<file path="src/rtl/bfa_pkg.sv">
`timescale 1ns / 1ps

package bfa_pkg;

    localparam int MAX_FRAMES = 4096;
    localparam int WORD_BITS  = 32;
    localparam int NUM_WORDS  = (MAX_FRAMES + WORD_BITS - 1) / WORD_BITS;
    localparam int FRAME_W    = 12;
    localparam int COUNT_W    = 13;
    localparam int OFF_W      = 5;
    localparam int ADDR_W     = 7;

    localparam logic [1:0] CMD_ALLOC = 2'd0;
    localparam logic [1:0] CMD_FREE  = 2'd1;
    localparam logic [1:0] CMD_MARK  = 2'd2;
    localparam logic [1:0] CMD_CLEAR = 2'd3;

    localparam logic [1:0] ST_DONE     = 2'd0;
    localparam logic [1:0] ST_OOM      = 2'd1;
    localparam logic [1:0] ST_RANGE    = 2'd2;
    localparam logic [1:0] ST_NOCHANGE = 2'd3;

    typedef struct packed {
        logic load;
        logic access;
        logic scan;
        logic update;
    } bfa_ctrl_t;

    typedef struct packed {
        logic [1:0] cmd;
        logic       scan_end;
    } bfa_stat_t;

endpackage

</file>
<file path="src/rtl/bfa_datapath.sv">
`timescale 1ns / 1ps

module bfa_datapath
    import bfa_pkg::*;
(
    input  logic                 clk,
    input  logic                 rst_n,
    input  bfa_ctrl_t            ctrl,
    output bfa_stat_t            stat,
    input  logic [1:0]           command,
    input  logic [FRAME_W-1:0]   frame_index,
    input  logic                 cfg_we,
    input  logic [COUNT_W-1:0]   cfg_data,
    output logic                 result_valid,
    output logic [FRAME_W-1:0]   allocated_frame,
    output logic [1:0]           status,
    output logic [COUNT_W-1:0]   free_count
);

    logic [WORD_BITS-1:0] mem [NUM_WORDS];
    logic [NUM_WORDS-1:0] word_valid_reg;
    logic [WORD_BITS-1:0] rd_data_reg;
    logic                 rd_valid_reg;

    logic [1:0]           cmd_reg;
    logic [FRAME_W-1:0]   frame_reg;
    logic [ADDR_W-1:0]    word_reg;
    logic [ADDR_W-1:0]    word_next;
    logic [COUNT_W-1:0]   used_count_reg;
    logic [COUNT_W-1:0]   count_next;
    logic [COUNT_W-1:0]   frames_in_use_reg;
    logic                 result_valid_reg;
    logic [FRAME_W-1:0]   allocated_frame_reg;
    logic [1:0]           status_reg;
    logic [COUNT_W-1:0]   free_count_reg;

    logic [COUNT_W-1:0]   limit;
    logic [ADDR_W:0]      lim_hi;
    logic [OFF_W-1:0]     lim_lo;
    logic [ADDR_W:0]      word_ext;
    logic [ADDR_W:0]      next_base;
    logic [WORD_BITS-1:0] cur_word;
    logic [WORD_BITS-1:0] mask;
    logic [WORD_BITS-1:0] free_bits;
    logic [OFF_W-1:0]     first_idx;
    logic                 found;
    logic                 scan_last;
    logic [ADDR_W-1:0]    rd_addr;
    logic [OFF_W-1:0]     bit_off;
    logic                 bit_set;
    logic                 in_range;

    logic                 mem_we;
    logic [ADDR_W-1:0]    waddr;
    logic [WORD_BITS-1:0] wdata;
    logic                 res_fire;
    logic [1:0]           res_status;
    logic [FRAME_W-1:0]   res_frame;
    logic                 clear_all;
    logic [COUNT_W-1:0]   free_calc;

    assign limit = (frames_in_use_reg > COUNT_W'(MAX_FRAMES)) ? COUNT_W'(MAX_FRAMES)
                                                              : frames_in_use_reg;
    assign lim_hi    = limit[COUNT_W-1:OFF_W];
    assign lim_lo    = limit[OFF_W-1:0];
    assign word_ext  = {1'b0, word_reg};
    assign next_base = word_ext + (ADDR_W+1)'(1);
    assign scan_last = {next_base, {OFF_W{1'b0}}} >= limit;
    assign cur_word  = rd_valid_reg ? rd_data_reg : '0;

    always_comb
    begin
        if (word_ext < lim_hi)
        begin
            mask = '1;
        end
        else if (word_ext == lim_hi)
        begin
            mask = (WORD_BITS'(1) << lim_lo) - WORD_BITS'(1);
        end
        else
        begin
            mask = '0;
        end
    end

    assign free_bits = ~cur_word & mask;
    assign found     = |free_bits;

    always_comb
    begin
        first_idx = '0;
        for (int i = WORD_BITS - 1; i >= 0; i--)
        begin
            if (free_bits[i])
            begin
                first_idx = OFF_W'(i);
            end
        end
    end

    assign bit_off  = frame_reg[OFF_W-1:0];
    assign bit_set  = cur_word[bit_off];
    assign in_range = {1'b0, frame_reg} < limit;

    always_comb
    begin
        if (ctrl.access)
        begin
            rd_addr = (cmd_reg == CMD_ALLOC) ? '0 : frame_reg[FRAME_W-1:OFF_W];
        end
        else
        begin
            rd_addr = word_reg + ADDR_W'(1);
        end
    end

    always_comb
    begin
        mem_we     = 1'b0;
        waddr      = word_reg;
        wdata      = cur_word;
        count_next = used_count_reg;
        res_fire   = 1'b0;
        res_status = ST_DONE;
        res_frame  = '0;
        clear_all  = 1'b0;
        word_next  = word_reg;
        if (ctrl.access)
        begin
            word_next = '0;
            if (cmd_reg == CMD_CLEAR)
            begin
                clear_all  = 1'b1;
                count_next = '0;
                res_fire   = 1'b1;
            end
        end
        else if (ctrl.scan)
        begin
            word_next = word_reg + ADDR_W'(1);
            if (found)
            begin
                mem_we     = 1'b1;
                wdata      = cur_word | (WORD_BITS'(1) << first_idx);
                count_next = used_count_reg + COUNT_W'(1);
                res_frame  = {word_reg, first_idx};
                res_fire   = 1'b1;
            end
            else if (scan_last)
            begin
                res_status = ST_OOM;
                res_fire   = 1'b1;
            end
        end
        else if (ctrl.update)
        begin
            waddr    = frame_reg[FRAME_W-1:OFF_W];
            res_fire = 1'b1;
            if (!in_range)
            begin
                res_status = ST_RANGE;
            end
            else if (cmd_reg == CMD_FREE)
            begin
                if (!bit_set)
                begin
                    res_status = ST_NOCHANGE;
                end
                else
                begin
                    mem_we = 1'b1;
                    wdata  = cur_word & ~(WORD_BITS'(1) << bit_off);
                    if (used_count_reg != '0)
                    begin
                        count_next = used_count_reg - COUNT_W'(1);
                    end
                end
            end
            else
            begin
                if (bit_set)
                begin
                    res_status = ST_NOCHANGE;
                end
                else
                begin
                    mem_we     = 1'b1;
                    wdata      = cur_word | (WORD_BITS'(1) << bit_off);
                    count_next = used_count_reg + COUNT_W'(1);
                end
            end
        end
    end

    assign free_calc = (count_next < limit) ? (limit - count_next) : '0;

    always_ff @(posedge clk)
    begin
        if (mem_we)
        begin
            mem[waddr] <= wdata;
        end
        rd_data_reg <= mem[rd_addr];
    end

    always_ff @(posedge clk or negedge rst_n)
    begin
        if (!rst_n)
        begin
            word_valid_reg <= '0;
            rd_valid_reg   <= 1'b0;
        end
        else
        begin
            if (clear_all)
            begin
                word_valid_reg <= '0;
            end
            else if (mem_we)
            begin
                word_valid_reg[waddr] <= 1'b1;
            end
            rd_valid_reg <= word_valid_reg[rd_addr];
        end
    end

    always_ff @(posedge clk or negedge rst_n)
    begin
        if (!rst_n)
        begin
            used_count_reg    <= '0;
            frames_in_use_reg <= COUNT_W'(MAX_FRAMES);
            result_valid_reg  <= 1'b0;
        end
        else
        begin
            used_count_reg   <= count_next;
            result_valid_reg <= res_fire;
            if (cfg_we)
            begin
                frames_in_use_reg <= cfg_data;
            end
        end
    end

    always_ff @(posedge clk)
    begin
        word_reg <= word_next;
        if (ctrl.load)
        begin
            cmd_reg   <= command;
            frame_reg <= frame_index;
        end
        if (res_fire)
        begin
            allocated_frame_reg <= res_frame;
            status_reg          <= res_status;
            free_count_reg      <= free_calc;
        end
    end

    assign stat.cmd      = cmd_reg;
    assign stat.scan_end = found || scan_last;

    assign result_valid    = result_valid_reg;
    assign allocated_frame = allocated_frame_reg;
    assign status          = status_reg;
    assign free_count      = free_count_reg;

endmodule

</file>
<file path="config.mk">
export PLATFORM = sky130hd
export DESIGN_NAME = bfa_datapath
export DESIGN_NICKNAME = d
export VERILOG_FILES = /design/src/rtl/bfa_pkg.sv /design/src/rtl/bfa_datapath.sv
export SDC_FILE = /design/constraint.sdc
export NUM_CORES = 2
export LEC_CHECK = 0
export BUFFER_PORTS_ARGS = -buffer_cell sky130_fd_sc_hd__buf_2
export CORE_AREA = 3 3 566 708
export DETAILED_ROUTE_END_ITERATION = 10
export DIE_AREA = 0 0 569 711
export PLACE_DENSITY = 0.62
export SLEW_MARGIN = 15
export SYNTH_ARGS = -nofsm -noshare
export SYNTH_HDL_FRONTEND = slang
export SYNTH_SLANG_ARGS = --single-unit
export TNS_END_PERCENT = 30
</file>
<file path="constraint.sdc">
create_clock -name clk -period 33.6 [get_ports clk]
set_clock_uncertainty 0.15 [all_clocks]
set_input_delay 5.04 -clock clk [delete_from_list [all_inputs] [get_ports clk]]
set_output_delay 5.04 -clock clk [all_outputs]
set_load 0.01 [all_outputs]
</file>
==> results.py <==
metrics = {
    "status": {
        "status": "finished, final reports clean",
    },
    "hold_path": {
        "min_path_type": "reg2reg",
        "hold_depth": 2,
    },
    "place": {
        "io_buffers": 64,
        "gp_routability_congestion": 0.8811,
        "placed_cell_area_mm2": 0.1854,
        "hpwl_um": 305300,
    },
    "route": {
        "wl_per_cell_um": 27.96,
        "drt-pass1-iter-count": 8,
        "postRouteWirelength_um": 553100,
        "dr.first_iter.drc_count": 15510,
        "routed_via_density": 6.109,
        "drc_errors": 0,
        "num_vias": 120800,
        "ant_nets": 0,
    },
    "timing": {
        "final-hold-violation-count": 0,
        "slew_viol_final": 0,
        "max_freq_mhz": 84.13,
        "worst_pin_slew_ps": 1209,
        "setup_tns_ps": 0,
        "period_share": 0.3538,
        "slew_headroom": 0.1943,
        "setup-violations-final": 0,
        "rsz0062_at_grt": "false",
        "fin_crit_ps": 11890,
    },
    "power_and_ir_drop": {
        "power_density_mw_per_mm2": 64.28,
        "ir_drop_uv": 48.85,
        "power.leakage_nw": 68.24,
    },
    "yosys": {
        "yosysSeqAreaShare": 0.7276,
        "synth_cell_types": 89,
        "synth-edff-count": 4137,
        "syn_area_mm2": 0.1772,
        "async_flop_share": 0.03601,
        "yosysWarnings": 0,
        "synth_area_per_cell_um2": 12.32,
        "synthCells": 14380,
        "synth.net_count": 14460,
        "synth_flop_cell": "edfxtp_1",
        "ys_ff_latch": 4332,
    },
    "clock_tree": {
        "clock_latency_ps": 1020,
        "htreeDepth": 5,
        "post_cts_resize_count": 0,
        "numCtsBuffers": 412,
        "clkSinkCount": 4332,
        "ctsHoldBuffers": 0,
        "clockBufferDepth": 4,
        "cts-root-buf": "clkbuf_16",
        "cts_tree": "yes",
        "cts_setup_buffers": 0,
        "clk_pin_slew_ps": 60,
    },
    "setup_path": {
        "worstPathRequired_ps": 28410,
        "critPathCaptureType": "primary output",
        "cp_slowest_stage_delay_ps": 1060,
        "cp_max_fo": 25,
        "path_cells": "inv_1 > nand2_1 > inv_1 > ha_1 > nand2b_1 > a21oi_1 > o21a_1 > o32ai_1 > a311oi_1 > nand4bb_1 > or4_1 > or2_1 > buf_2",
        "critical_path_arrival_ps": 6700,
        "cpMostUsedCell": "inv_1",
        "cp_slowest_cell": "or4_1",
        "ff2ff_path_depth": 25,
        "start_kind": "flop",
        "crit_type": "reg2out",
    },
    "cells_and_area": {
        "syn2layout_area_growth_pct": 12.12,
        "num-nets-final": 14300,
        "largest_reg_flops": 4096,
        "fillers": 33490,
        "multi_input_area_mm2": 0.04595,
        "layout_commonest_cell": "nand2_1",
        "final_cell_area_mm2": 0.1987,
        "drive_above_1_share": 0.09351,
        "mostFrequentLayoutCells": "4500 x nand2_1, 4137 x edfxtp_1, 1961 x nand3_1, 665 x a311oi_1, 416 x clkbuf_16",
        "regArea_mm2": 0.1289,
    },
    "grt": {
        "grt_pass1_vias": 113200,
        "grt_pass1_wl_um": 795500,
        "grt_max_degree": 155,
        "grt-ovfl-total": 0,
        "antenna_found_initial": 28,
        "grt_usage": 0.2657,
    },
    "die": {
        "die_area_mm2": 0.4046,
        "ios": 65,
        "row_count": 258,
        "die_h_um": 711,
        "chipWidth_um": 569,
        "initial_core_util": 0.4488,
        "core_mm2": 0.3948,
    },
    "run": {
        "maxCapViolCount": 0,
    },
}
==> area by class of cell <==
cell class,count,share of cell area
repair buffers,490,0.01997
multi-input cells,8947,0.2313
diodes,12,0.0001512
inverters,34,0.0006424
clock inverters,234,0.01085
flip-flops and latches,4332,0.6490
well taps,5200,0.03275
clock buffers,529,0.05536
==> synth_stat cells (all sizes together), types with 85 or more instances <==
cell | count | area, um^2
a211oi | 85 | 638.1
a21oi | 167 | 835.8
a311oi | 665 | 5824
and3 | 351 | 2196
buf | 131 | 520.5
clkbuf | 934 | 3507
dfrtp | 155 | 3879
edfxtp | 4137 | 124200
nand2 | 4510 | 16930
nand3 | 1962 | 9824
nor2 | 211 | 792.0
nor3 | 137 | 685.7
o21ai | 241 | 1217
==> worst max-delay path: cells and delay by family (launching register included) <==
family	cells	cell delay [ps]
fa+ha+maj	1	210
flops	1	760
simple gates	5	2470
buf+inv	3	740
compound gates	4	1520
==> report_power, final <==
part / internal [W] / total (W) / switching [W] / leakage, nW
Sequential: 0.00624 / 0.00631 / 0.0000704 / 40.3
Combinational: 0.000422 / 0.00188 / 0.00146 / 21.5
Clock: 0.00253 / 0.00458 / 0.00205 / 6.43
==> worst paths after layout <==
check | from | to | slack (ps)
max in group asynchronous | rst_n | word_valid_reg[103]$_DFFE_PN0P_ | 27770
hold reg to reg | word_valid_reg[73]$_DFFE_PN0P_ | word_valid_reg[73]$_DFFE_PN0P_ | 330
setup reg to reg | frames_in_use_reg[12]$_DFFE_PN1P_ | free_count[4]$_SDFFCE_PP0P_ | 24910
hold / removal | word_valid_reg[73]$_DFFE_PN0P_ | word_valid_reg[73]$_DFFE_PN0P_ | 330
setup / recovery | frames_in_use_reg[12]$_DFFE_PN1P_ | stat[0] | 21710
min in group asynchronous | rst_n | frames_in_use_reg[5]$_DFFE_PN0P_ | 4050
==> kinds of logic after synthesis <==
kind of cell | synth area share
AOI/OAI and AO/OA | 0.06451
xor gates and xnor gates | 0.001532
adders and majority gates | 0.003149
and+or+nand+nor | 0.1775
buffers and inverters | 0.02345
muxes | 0.002288
DFF | 0.7276
==> per-layer routing <==
metal	up-vias	share of wire	track usage
li1	52540	-	-
met4	16	0.055	0.1269
met2	6124	0.47	0.4236
met1	61010	0.39	0.3584
met5	-	0.00018	0
met3	1132	0.090	0.03962
==> through the flow <==
| stage | worst slack, ps | util | hold WS, ps | total power (W) | instances |
|---|---|---|---|---|---|
| CTS | 21780 | 0.5029 | 333.2 | 0.01278 | 19760 |
| global placement | 19220 | 0.4686 | 310.9 | 0.008230 | 18980 |
| global route | 21390 | 0.5031 | 345.5 | 0.01314 | 19770 |
| floorplan | 18010 | - | 299.7 | 0.007487 | 14380 |
| finish | 21710 | 0.5032 | 330.9 | 0.01277 | 19780 |
| detailed placement | 21310 | 0.4696 | 319.8 | 0.008267 | 19000 |
(Power assumes the default switching activity.)
