### src/rtl/bfa_pkg.sv
`timescale 1ns / 1ps

package bfa_pkg;

    localparam int MAX_FRAMES = 4096;
    localparam int WORD_BITS  = 32;
    localparam int NUM_WORDS  = (MAX_FRAMES + WORD_BITS - 1) / WORD_BITS;
    localparam int FRAME_W    = 12;
    localparam int COUNT_W    = 13;
    localparam int OFF_W      = 5;
    localparam int ADDR_W     = 7;

    localparam logic [1:0] CMD_ALLOC = 2'd0;
    localparam logic [1:0] CMD_FREE  = 2'd1;
    localparam logic [1:0] CMD_MARK  = 2'd2;
    localparam logic [1:0] CMD_CLEAR = 2'd3;

    localparam logic [1:0] ST_DONE     = 2'd0;
    localparam logic [1:0] ST_OOM      = 2'd1;
    localparam logic [1:0] ST_RANGE    = 2'd2;
    localparam logic [1:0] ST_NOCHANGE = 2'd3;

    typedef struct packed {
        logic load;
        logic access;
        logic scan;
        logic update;
    } bfa_ctrl_t;

    typedef struct packed {
        logic [1:0] cmd;
        logic       scan_end;
    } bfa_stat_t;

endpackage

### src/rtl/bfa_controller.sv
`timescale 1ns / 1ps

module bfa_controller
    import bfa_pkg::*;
(
    input  logic      clk,
    input  logic      rst_n,
    input  logic      start,
    output logic      busy,
    output bfa_ctrl_t ctrl,
    input  bfa_stat_t stat
);

    localparam logic [1:0] S_IDLE   = 2'd0;
    localparam logic [1:0] S_ACCESS = 2'd1;
    localparam logic [1:0] S_SCAN   = 2'd2;
    localparam logic [1:0] S_UPDATE = 2'd3;

    logic [1:0] state_reg;
    logic [1:0] state_next;

    always_comb
    begin
        state_next  = state_reg;
        ctrl        = '0;
        case (state_reg)
            S_IDLE:
            begin
                if (start)
                begin
                    ctrl.load  = 1'b1;
                    state_next = S_ACCESS;
                end
            end
            S_ACCESS:
            begin
                ctrl.access = 1'b1;
                if (stat.cmd == CMD_CLEAR)
                begin
                    state_next = S_IDLE;
                end
                else if (stat.cmd == CMD_ALLOC)
                begin
                    state_next = S_SCAN;
                end
                else
                begin
                    state_next = S_UPDATE;
                end
            end
            S_SCAN:
            begin
                ctrl.scan = 1'b1;
                if (stat.scan_end)
                begin
                    state_next = S_IDLE;
                end
            end
            S_UPDATE:
            begin
                ctrl.update = 1'b1;
                state_next  = S_IDLE;
            end
            default:
            begin
                state_next = S_IDLE;
            end
        endcase
    end

    always_ff @(posedge clk or negedge rst_n)
    begin
        if (!rst_n)
        begin
            state_reg <= S_IDLE;
        end
        else
        begin
            state_reg <= state_next;
        end
    end

    assign busy = (state_reg != S_IDLE);

endmodule

### config.mk
export PLATFORM = sky130hd
export DESIGN_NAME = bfa_controller
export DESIGN_NICKNAME = d
export VERILOG_FILES = /design/src/rtl/bfa_pkg.sv /design/src/rtl/bfa_controller.sv
export SDC_FILE = /design/constraint.sdc
export NUM_CORES = 1
export LEC_CHECK = 0
export ABC_AREA = 1
export ABC_CLOCK_PERIOD_IN_PS = 900
export BUFFER_PORTS_ARGS = -buffer_cell sky130_fd_sc_hd__buf_2
export CORE_AREA = 2 2 39 41
export DETAILED_ROUTE_END_ITERATION = 16
export DIE_AREA = 0 0 41 43
export MAX_ROUTING_LAYER = met4
export SKIP_CTS_REPAIR_TIMING = 1
export SLEW_MARGIN = 20
export SYNTH_ARGS = -nofsm -noshare
export SYNTH_HDL_FRONTEND = slang
export SYNTH_SLANG_ARGS = --single-unit
export TNS_END_PERCENT = 30
### constraint.sdc
create_clock -name clk -period 0.9 [get_ports clk]
set_input_delay 0.18 -clock clk [delete_from_list [all_inputs] [get_ports clk]]
set_output_delay 0.18 -clock clk [all_outputs]
set_load 0.05 [all_outputs]
==> impl_metrics.env, run 1 <==
export IMPL_core_region_area_um2=1380
export IMPL_timing_rr_end="state_reg[0]$_DFFE_PN0P_"
export IMPL_leakage_nw=0.194
export IMPL_violations="setup timing"
export IMPL_num_antenna_cells=0
export IMPL_rsz0062_at_grt="yes"
export IMPL_grtUsageTotal_pct=5.45
export IMPL_postRouteAntennaNets=0
export IMPL_path_clk_slew_ns=0.03
export IMPL_cp_required_ns=0.72
export IMPL_layout_nets=48
export IMPL_antenna_found_initial=0
export IMPL_grt_pass1_vias=175
export IMPL_clockPowerShare_pct=11.6
export IMPL_critPathMaxFanout=3
export IMPL_gp_routability_congestion=0.578
export IMPL_r2r_start="state_reg[0]$_DFFE_PN0P_"
export IMPL_rows=14
export IMPL_ys_top_cells_by_area="dfrtp_1 (38%), nand3_1 (11%), inv_1 (11%), nand2_1 (11%), ha_1 (9.4%)"
export IMPL_min_path_cells=4
export IMPL_ys_seq_area_share_pct=37.7
export IMPL_post_route_util_pct=26.6
export IMPL_min_period_ns=1.18
export IMPL_holdPathEnd="state_reg[1]$_DFFE_PN0P_"
export IMPL_pwr_share_comb_pct=78.7
export IMPL_tritoncts="built"
export IMPL_wl_um=392
export IMPL_synth_top_area_share_pct=37.7
export IMPL_hold_start="stat[0]"
export IMPL_worst_pin_slew_ns=0.107
export IMPL_hold_viol=0
export IMPL_grt_pass1_wl_um=545
export IMPL_largest_reg_flops=2
export IMPL_reg2reg_slack_ns=0
export IMPL_dieArea_um2=1760
export IMPL_max_freq_ghz=0.845
export IMPL_initial_utilization_pct=9.58
export IMPL_clkSinkCount=2
export IMPL_worstSetupPathType="flip-flop to output port"
export IMPL_ys_ff_latch=2
export IMPL_outcome="finished with violations"
export IMPL_worstPathArrival_ns=1.00
export IMPL_rr_worst_depth=4
export IMPL_finalMaxSlewViolations=0
export IMPL_worst_setup_path_end_kind="output port"
export IMPL_cts_buffers=3
export IMPL_seqPwrFrac_pct=9.7
export IMPL_start_kind="flip-flop"
export IMPL_finalInstanceArea_um2=368
export IMPL_synth_edf_count=0
export IMPL_via_count=188
export IMPL_max_cap_violations=0
export IMPL_ys_types=8
export IMPL_clock_latency_ns=0.22
export IMPL_cts_root_buffer="clkbuf_4"
export IMPL_setup_viol=5
export IMPL_die_h_um=43
export IMPL_dp_hpwl_um=302
export IMPL_relSlewSlack_pct=92.9
export IMPL_clock_path_buffers=2
export IMPL_synthArstFlopShare_pct=100
export IMPL_period_share_pct=132
export IMPL_synthFlopType="dfrtp_1"
export IMPL_fin_worst_skew_ns=0.000381
export IMPL_fin_cells=55
export IMPL_numPortBuffers=10
export IMPL_drt_iter0_markers=1
export IMPL_vdd_drop_max_mv=0.790
export IMPL_ios=11
export IMPL_fin_ws_ns=-0.284
export IMPL_pre_cts_slack_ns=-0.147
export IMPL_synthCells=19
export IMPL_avgSynthCellArea_um2=6.98
export IMPL_ctsHtreeMaxLevel=1
export IMPL_via_per_inst=3.42
export IMPL_die_width_um=41
export IMPL_grt_overflow_total=0
export IMPL_synth_warnings=0
export IMPL_ys_top_cells_by_count="inv_1 (4), nand2_1 (4), nand3_1 (3)"
export IMPL_power_density_nw_per_um2=4590
export IMPL_area_growth_pct=177
export IMPL_internal_power_mw=0.872
export IMPL_dp_cells=51
export IMPL_drive_gt1_share_pct=66.7
export IMPL_drc_errors=0
export IMPL_switching_share_pct=48.4
export IMPL_p_sw_mw=0.818
export IMPL_syn_nets=26
export IMPL_netlist_area_um2=133
export IMPL_wl_per_cell_um=7.13
export IMPL_drtPass1Iterations=2
export IMPL_yosysTopAreaCell="dfrtp_1"
export IMPL_holdCritPathClass="primary input to flip-flop"
export IMPL_placed_area_um2=269
export IMPL_grt_max_degree=4
-- worst max-delay path, stage by stage (launching register included) --
cell and delay, ns:
dfrtp_1 0.37, buf_4 0.15, nor2_4 0.11, buf_8 0.15
-- worst max path at each step --
stage                                  start  endpoint  slack [ns]
floorplan           state_reg[1]$_DFFE_PN0P_   ctrl[3]       -0.13
global placement    state_reg[1]$_DFFE_PN0P_   ctrl[3]       -0.14
detailed placement  state_reg[1]$_DFFE_PN0P_   ctrl[3]       -0.15
CTS                 state_reg[1]$_DFFE_PN0P_   ctrl[3]       -0.39
global route        state_reg[1]$_DFFE_PN0P_      busy       -0.33
finish              state_reg[0]$_DFFE_PN0P_   ctrl[1]       -0.28
-- power groups by stage --
stage	combinational, mW	clock (mW)	sequential, mW
floorplan	0.621	0	0.205
CTS	1.00	0.213	0.165
global placement	0.990	0	0.163
finish	1.33	0.197	0.164
global route	1.41	0.207	0.175
detailed placement	0.998	0	0.166
-- placed cells by master, fill, tap and decap left out, drive strengths merged --
master / count
nand2: 4
clkbuf: 3
dlygate4sd3: 1
ha: 1
clkinvlp: 1
dfrtp: 2
nor2: 2
buf: 16
nand3: 4
inv: 5
-- cell families (layout without fill, tap and decap cells) --
family	count (synthesis)	count (layout)	synth area share (%)
fa+ha+maj	1	1	9.43
simple gates	10	10	35.8
buf+inv	6	26	17.0
flops	2	2	37.7
-- stage by stage --
step	hold WS [ns]	total power, mW	setup TNS (ns)
after global routing	0.254	1.79	-1.73
after floorplan	-0.116	0.826	-0.343
after global placement	-0.0333	1.15	-0.580
final	0.220	1.69	-1.38
after detailed placement	-0.0334	1.16	-0.643
after CTS	-0.275	1.38	-1.88
-- metal layers --
metal	global-route usage (%)	routed length (µm)	vias up
met4	8.00	0	0
met1	2.89	112	84
met5	-	0	-
met2	8.13	242	7
li1	-	-	97
met3	3.14	37	0
-- layout make-up --
| type | instances | area, µm² |
|---|---|---|
| Sequential cell | 2 | 50.0 |
| Multi-Input combinational cell | 11 | 90.1 |
| Fill cell | 154 | 1020 |
| Timing Repair Buffer | 17 | 159 |
| Tap cell | 16 | 20.0 |
| Clock buffer | 3 | 22.5 |
| Inverter | 6 | 26.3 |
Power figures use the tool's default switching activity.
==> inputs of run 2 (changes only) <==
--- a/config.mk
+++ b/config.mk
@@ -11,7 +11,7 @@
 export CORE_AREA = 2 2 39 41
 export DETAILED_ROUTE_END_ITERATION = 16
 export DIE_AREA = 0 0 41 43
-export MAX_ROUTING_LAYER = met4
+export REMOVE_ABC_BUFFERS = 1
 export SKIP_CTS_REPAIR_TIMING = 1
 export SLEW_MARGIN = 20
 export SYNTH_ARGS = -nofsm -noshare
==> run 2 against run 1 <==
Compared with the run above: the run still ends with setup timing left; critical path depth increased by 1; register-to-register slack lost 0.02 ns; cell count shrank 3.6%; largest power group unchanged; utilization decreased by 4.2 points; sequential cell count unchanged; maximum frequency down 0.50%; wire length fell by 9.7%; critical endpoint is now ctrl[3]; sequential share of layout area is 2.6 points higher; count of clock-buffer cells in the layout stayed put.
==> impl_metrics.env, run 2 (same netlist as run 1, synthesis figures left out) <==
export IMPL_outcome="finished with violations"
export IMPL_violations="setup timing"
export IMPL_hold_start="stat[0]"
export IMPL_worst_pin_slew_ns=0.141
export IMPL_r2r_start="state_reg[1]$_DFFE_PN0P_"
export IMPL_fin_worst_skew_ns=0.000326
export IMPL_worstSetupPathType="flip-flop to output port"
export IMPL_fin_total_pwr_mw=1.39
export IMPL_min_path_cells=4
export IMPL_rr_worst_depth=5
export IMPL_rsz0062_at_grt="yes"
export IMPL_fin_ws_ns=-0.290
export IMPL_path_clk_slew_ns=0.03
export IMPL_power_density_nw_per_um2=4500
export IMPL_fin_cells=53
export IMPL_gp_routability_congestion=0.607
export IMPL_rows=14
export IMPL_drt_iter0_markers=2
export IMPL_ctsHtreeMaxLevel=1
export IMPL_period_share_pct=132
export IMPL_grt_max_degree=5
export IMPL_met2_usage_pct=6.88
export IMPL_drive_gt1_share_pct=62.2
export IMPL_holdCritPathClass="primary input to flip-flop"
export IMPL_reg2reg_slack_ns=-0.02
export IMPL_max_cap_violations=0
export IMPL_postRouteAntennaNets=0
export IMPL_cts_root_buffer="clkbuf_4"
export IMPL_dp_cells=47
export IMPL_grt_busiest_layer="met4"
export IMPL_grt_overflow_total=0
export IMPL_clock_path_buffers=2
export IMPL_via_count=174
export IMPL_ios=11
export IMPL_wl_per_cell_um=6.68
export IMPL_crit_top_cell="inv_2"
export IMPL_antenna_found_initial=0
export IMPL_cp_required_ns=0.72
export IMPL_final_common_cell="buf_2"
export IMPL_core_region_area_um2=1380
export IMPL_post_route_util_pct=22.3
export IMPL_whs_ns=0.228
export IMPL_area_growth_pct=133
export IMPL_cp_startpoint="state_reg[1]$_DFFE_PN0P_"
export IMPL_dp_hpwl_um=264
export IMPL_met1_usage_pct=4.18
export IMPL_leakage_nw=0.179
export IMPL_vdd_drop_max_mv=0.835
export IMPL_via_per_inst=3.28
export IMPL_critPathMaxFanout=4
export IMPL_largest_reg_flops=2
export IMPL_hold_viol=0
export IMPL_num_antenna_cells=0
export IMPL_drc_errors=0
export IMPL_relSlewSlack_pct=90.6
export IMPL_worstPathArrival_ns=1.01
export IMPL_start_kind="flip-flop"
export IMPL_holdPathEnd="state_reg[1]$_DFFE_PN0P_"
export IMPL_timing_rr_end="state_reg[0]$_DFFE_PN0P_"
export IMPL_dieArea_um2=1760
export IMPL_die_width_um=41
export IMPL_gr_usage_met3_pct=3.14
export IMPL_tritoncts="built"
export IMPL_die_h_um=43
export IMPL_min_period_ns=1.19
export IMPL_setup_viol=7
export IMPL_grt_pass1_wl_um=552
export IMPL_finalMaxSlewViolations=0
export IMPL_cts_buffers=3
export IMPL_slowest_delay_ns=0.40
export IMPL_numPortBuffers=10
export IMPL_clock_latency_ns=0.22
export IMPL_layout_nets=46
export IMPL_final_cell_mix="buf_2 (5), nand2_1 (4), inv_2 (4), buf_4 (4)"
export IMPL_max_freq_ghz=0.841
export IMPL_clkSinkCount=2
export IMPL_grt_pass1_vias=172
export IMPL_crit_chain="inv_2 -> nand3_2 -> inv_2 -> buf_8"
export IMPL_pre_cts_slack_ns=-0.154
export IMPL_crit_slowest_cell="dfrtp_1"
export IMPL_drtPass1Iterations=2
export IMPL_worst_setup_path_end_kind="output port"
export IMPL_initial_utilization_pct=9.58
export IMPL_grtUsageTotal_pct=5.32
export IMPL_wl_um=354
-- run 2: cell count changes in the layout (fill, tap and decap cells not counted) --
cell        previous run  this run
nor2_1                 0         2
nand2_1                3         4
nand3_1                3         2
buf_8                  4         2
clkinvlp_4             1         0
nor2_4                 2         0
nand3_4                1         0
inv_2                  2         4
inv_1                  3         2
nand2_4                1         0
nand3_2                0         2
-- run 2: worst max-delay path by stage --
stage | end | cells past startpoint
3_3_place_gp | ctrl[3] | 4
5_1_grt | ctrl[3] | 4
4_1_cts | ctrl[3] | 4
3_5_place_dp | ctrl[3] | 4
2_1_floorplan | ctrl[2] | 2
6_report | ctrl[3] | 4
-- run 2: cell type report --
cell class	count	area (µm²)
clock buffer	3	22.5
fill	173	1070
inverter	6	22.5
multi-input combinational	11	65.1
sequential	2	50.0
tap	16	20.0
timing repair buffer	15	129
-- run 2: routing by layer --
metal | vias to the layer above | wire [µm]
met5 | - | 0
met4 | 0 | 0
met3 | 0 | 34
met2 | 5 | 207
met1 | 77 | 112
li1 | 92 | -
-- run 2: critical path: cells and delay by family, from the launching register on --
kind	cells	cell delay [ns]
DFF	1	0.40
buffers and inverters	3	0.30
and+or+nand+nor	1	0.09
-- run 2: power breakdown --
part | switching (mW) | total [mW] | internal, mW
clock network | 0.0488 | 0.196 | 0.147
logic | 0.604 | 1.01 | 0.407
registers | 0.0489 | 0.185 | 0.136
total | 0.701 | 1.39 | 0.689
-- run 2: stage by stage --
stage          cell area, µm²  TNS, ns
2_1_floorplan             133   -0.987
3_3_place_gp              218   -0.345
3_5_place_dp              218   -0.320
4_1_cts                   240    -1.56
5_1_grt                   309    -1.65
6_report                  309    -1.20
